<file path="src/sv/gass_pkg.sv">
// ----------------------------------------------------------------------------
// gass_pkg: shared types and constants of the graph adjacency state store
// Field widths, command codes, the decoded operation and the command record
// that travels from the front end through the queue to the back end.
// ----------------------------------------------------------------------------
package gass_pkg;

  localparam int CMD_W  = 3;
  localparam int VID_W  = 6;
  localparam int SV_W   = 8;
  localparam int DEG_W  = 7;
  localparam int EDGE_W = 12;
  localparam int VCNT_W = 7;

  // Number of vertices that the vertex index fields can name.
  localparam int ADDR_SPACE = 1 << VID_W;

  localparam logic [CMD_W-1:0] CMD_ADD_EDGE    = 3'd0;
  localparam logic [CMD_W-1:0] CMD_REMOVE_EDGE = 3'd1;
  localparam logic [CMD_W-1:0] CMD_QUERY_EDGE  = 3'd2;
  localparam logic [CMD_W-1:0] CMD_QUERY_VERT  = 3'd3;
  localparam logic [CMD_W-1:0] CMD_WRITE_PEND  = 3'd4;
  localparam logic [CMD_W-1:0] CMD_COMMIT      = 3'd5;
  localparam logic [CMD_W-1:0] CMD_CLEAR       = 3'd6;

  typedef enum logic [2:0] {
    OP_ADD,
    OP_REMOVE,
    OP_QUERY,
    OP_WRITE,
    OP_COMMIT,
    OP_CLEAR
  } op_e;

  typedef struct packed {
    op_e              op;
    logic             a_ok;
    logic             b_ok;
    logic [VID_W-1:0] ia;
    logic [VID_W-1:0] ib;
    logic [SV_W-1:0]  sv;
  } cmd_t;

endpackage

</file>
<file path="src/sv/gass_queue.sv">
// ----------------------------------------------------------------------------
// gass_queue: two-entry command queue
// Decouples command intake from execution so that each side stalls on its own.
// ----------------------------------------------------------------------------
module gass_queue
  import gass_pkg::*;
(
  input  logic clk_i,
  input  logic rst_ni,
  input  logic push_valid_i,
  output logic push_ready_o,
  input  cmd_t push_cmd_i,
  output logic pop_valid_o,
  input  logic pop_ready_i,
  output cmd_t pop_cmd_o
);

  cmd_t       slot_q [2];
  logic       wr_ptr_q;
  logic       rd_ptr_q;
  logic [1:0] cnt_q;
  logic       push;
  logic       pop;

  assign push_ready_o = (cnt_q != 2'd2);
  assign pop_valid_o  = (cnt_q != 2'd0);
  assign push         = push_valid_i && push_ready_o;
  assign pop          = pop_valid_o && pop_ready_i;
  assign pop_cmd_o    = slot_q[rd_ptr_q];

  always_ff @(posedge clk_i or negedge rst_ni) begin
    if (!rst_ni) begin
      wr_ptr_q <= 1'b0;
      rd_ptr_q <= 1'b0;
      cnt_q    <= 2'd0;
    end else begin
      if (push) wr_ptr_q <= ~wr_ptr_q;
      if (pop)  rd_ptr_q <= ~rd_ptr_q;
      if (push && !pop)      cnt_q <= cnt_q + 2'd1;
      else if (pop && !push) cnt_q <= cnt_q - 2'd1;
    end
  end

  always_ff @(posedge clk_i) begin
    if (push) slot_q[wr_ptr_q] <= push_cmd_i;
  end

endmodule

</file>
<file path="config.mk">
export PLATFORM = sky130hd
export DESIGN_NAME = gass_queue
export DESIGN_NICKNAME = d
export VERILOG_FILES = /design/src/sv/gass_pkg.sv /design/src/sv/gass_queue.sv
export SDC_FILE = /design/constraint.sdc
export NUM_CORES = 1
export LEC_CHECK = 0
export ABC_AREA = 1
export BUFFER_PORTS_ARGS = -buffer_cell sky130_fd_sc_hd__buf_2
export CORE_UTILIZATION = 43
export CTS_BUF_LIST = sky130_fd_sc_hd__clkbuf_4 sky130_fd_sc_hd__clkbuf_8
export DETAILED_ROUTE_END_ITERATION = 6
export PLACE_DENSITY_LB_ADDON = 0.15
export RECOVER_POWER = 25
export SKIP_CTS_REPAIR_TIMING = 1
export SKIP_LAST_GASP = 1
export SLEW_MARGIN = 20
export SYNTH_ARGS = -nofsm -noshare
export SYNTH_HDL_FRONTEND = slang
export SYNTH_SLANG_ARGS = --single-unit
</file>
<file path="constraint.sdc">
create_clock -name clk_i -period 2.64 [get_ports clk_i]
set_input_delay 0.528 -clock clk_i [delete_from_list [all_inputs] [get_ports clk_i]]
set_output_delay 0.528 -clock clk_i [all_outputs]
set_load 0.05 [all_outputs]
</file>
==> results.toml <==
[flow_run]
drv_cap = 0

[clock_network]
cts_root_buf = "clkbuf_8"
numClockSinks = 54
clock_latency_ps = 300
ctsHtreeMaxLevel = 2
cts_tree = "yes"
cts_buffer_depth = 2
numCtsBuffers = 5
path_clk_slew_ps = 80

[detailed_routing]
via_per_inst = 4.73
dr.pass1.iters = 4
num_vias = 1296
totalWireLength_um = 3580
ant_nets = 0
drt-wirelength-per-cell_um = 13.1
drc = 0
drt_iter0_drc = 81

[synth]
yosysUniqueCellTypes = 16
synth_area_leaders = "edfxtp_1, nand2_1, dfrtp_1"
synth_top_area_share_pct = 72.0
yosys.area.top_type = "edfxtp_1"
synth-seq-cells = 54
syn_inst = 159
ys_warn_count = 0
syn-cell-area_sq_um = 2080
avgSynthCellArea_sq_um = 13.1
ys_seq_area_share_pct = 76.8
syn-num-nets = 189

[die]
die_x_um = 71.6
initial_utilization_pct = 46.3
rows = 24
die_area_sq_um = 5130
fp.coreArea_sq_um = 4500
ios = 56
die-height_um = 71.6

[worst_setup_path]
slowest_stage = "dfrtp_1"
arrival_ps = 1810
crit_buf_inv = 2
worst-setup-path-type = "flop to output pin"
startpoint_type = "flop"
max_stage_delay_ps = 780
cp_cell_sequence = "buf_4 > nand2_1 > nand2_1 > buf_2"
crit_fanout = 17
path_delay_family = "flip-flops"
required_ps = 2110
crit_path_end_kind = "output pin"
worst_path_most_repeated_cell = "nand2_1"

[placement]
dp_hpwl_um = 2580
gp_congestion = 0.715
io_buffers = 55

[global_route]
overflow = 0
grt_max_degree = 27
grt_pass1_vias = 1311
grt_usage_pct = 15.4
antenna_found_initial = 0
grt_pass1_wl_um = 5850

[sta]
finalHoldViolations = 0
max_freq_mhz = 429
whs_ps = 47.0
fin_crit_sh_pct = 88.4
rsz0062_at_grt = "false"
worst_pin_slew_ps = 675
fin_crit_ps = 2330
setup_viol = 0
slew_viol_final = 0
max-slew-margin-rel_pct = 55.0
fin_worst_skew_ps = 6.28
setup_tns_ps = 0

[min_path]
hp-class = "primary input to async pin"

[layout]
final.fill_count = 408
antenna-diode-count = 0
nNetsFinal = 251
syn_to_final_growth_pct = 19.4
drive_gt1_share_pct = 33.3

[run_status]
outcome = "finished clean"
==> area by class of cell <==
class	instances	area (sq um)	share of cell area, %
Sequential cell	54	1600	64.3
Timing Repair Buffer	60	307	12.3
Tap cell	52	65.1	2.61
Multi-Input combinational cell	93	398	16.0
Clock buffer	6	76.3	3.07
Inverter	7	33.8	1.36
Clock inverter	2	8.76	0.352
==> layer usage <==
metal / vias to the layer above / track usage, % / share of wire, %
met3: 8 / 4.50 / 4.9
met2: 34 / 28.2 / 54
met1: 604 / 16.5 / 39
met5: - / 0 / 0
li1: 650 / - / -
met4: 0 / 6.54 / 1.8
==> cells by family (layout without fill, tap and decap cells) <==
kind of cell             Yosys count  count (layout)  share of synthesized area [%]
buffers and inverters             12              75                           4.32
flip-flops                        54              54                           76.8
XOR/XNOR                           2               2                          0.840
AND/OR/NAND/NOR                   90              90                           17.4
adder cells (fa/ha/maj)            1               1                          0.600
==> metrics by stage <==
step	instance area, sq um	instances	worst slack (ps)	util (%)
after floorplan	2080	159	368	-
after global placement	2410	266	661	53.5
after detailed placement	2410	266	601	53.5
after CTS	2500	274	259	55.4
after global routing	2490	274	200	55.3
final	2490	274	307	55.3
==> flip-flops by register name (all words and copies together) (netlist names) <==
signal / count
cnt_q: 2
slot_q: 50
rd_ptr_q: 1
wr_ptr_q: 1
==> placed cells by master, fill, tap and decap left out <==
cell type	netlist	routed
xnor2_1	1	1
clkbuf_8	0	5
buf_4	1	5
nand2_1	77	77
clkinv_1	0	1
dfrtp_1	4	4
clkbuf_1	0	5
nand4_1	1	1
nor2_2	0	2
nand3_1	2	2
clkbuf_4	0	1
inv_1	5	5
xor2_1	1	1
ha_1	1	1
edfxtp_1	50	50
inv_2	1	1
clkinv_2	0	1
inv_8	1	1
buf_2	0	50
nand2_2	8	8
==> cell usage after synthesis <==
| cell type | count |
|---|---|
| xnor2_1 | 1 |
| inv_1 | 5 |
| nand2_2 | 8 |
| ha_1 | 1 |
| buf_8 | 1 |
| buf_4 | 1 |
| nand2_1 | 77 |
| xor2_1 | 1 |
| inv_2 | 1 |
| dfrtp_1 | 4 |
| nand3_1 | 2 |
| nor2_1 | 2 |
| nand4_1 | 1 |
| inv_8 | 1 |
| buf_6 | 3 |
| edfxtp_1 | 50 |
==> worst paths after layout <==
path                          startpoint             to  slack (ps)  cells after the start
min in group clk_i         push_cmd_i[1]   slot_q[0][1]         410                      1
max                             rd_ptr_q  pop_cmd_o[16]         310                      4
max reg2reg                     cnt_q[0]  slot_q[1][20]        1030                      5
min reg2reg                     cnt_q[0]       cnt_q[0]         520                      1
min                               rst_ni       cnt_q[1]          50                      1
max in group asynchronous         rst_ni       rd_ptr_q        2410                      1
Power is not shown: default switching activity piles up to over one toggle a cycle in this logic, so the estimate is an artifact.
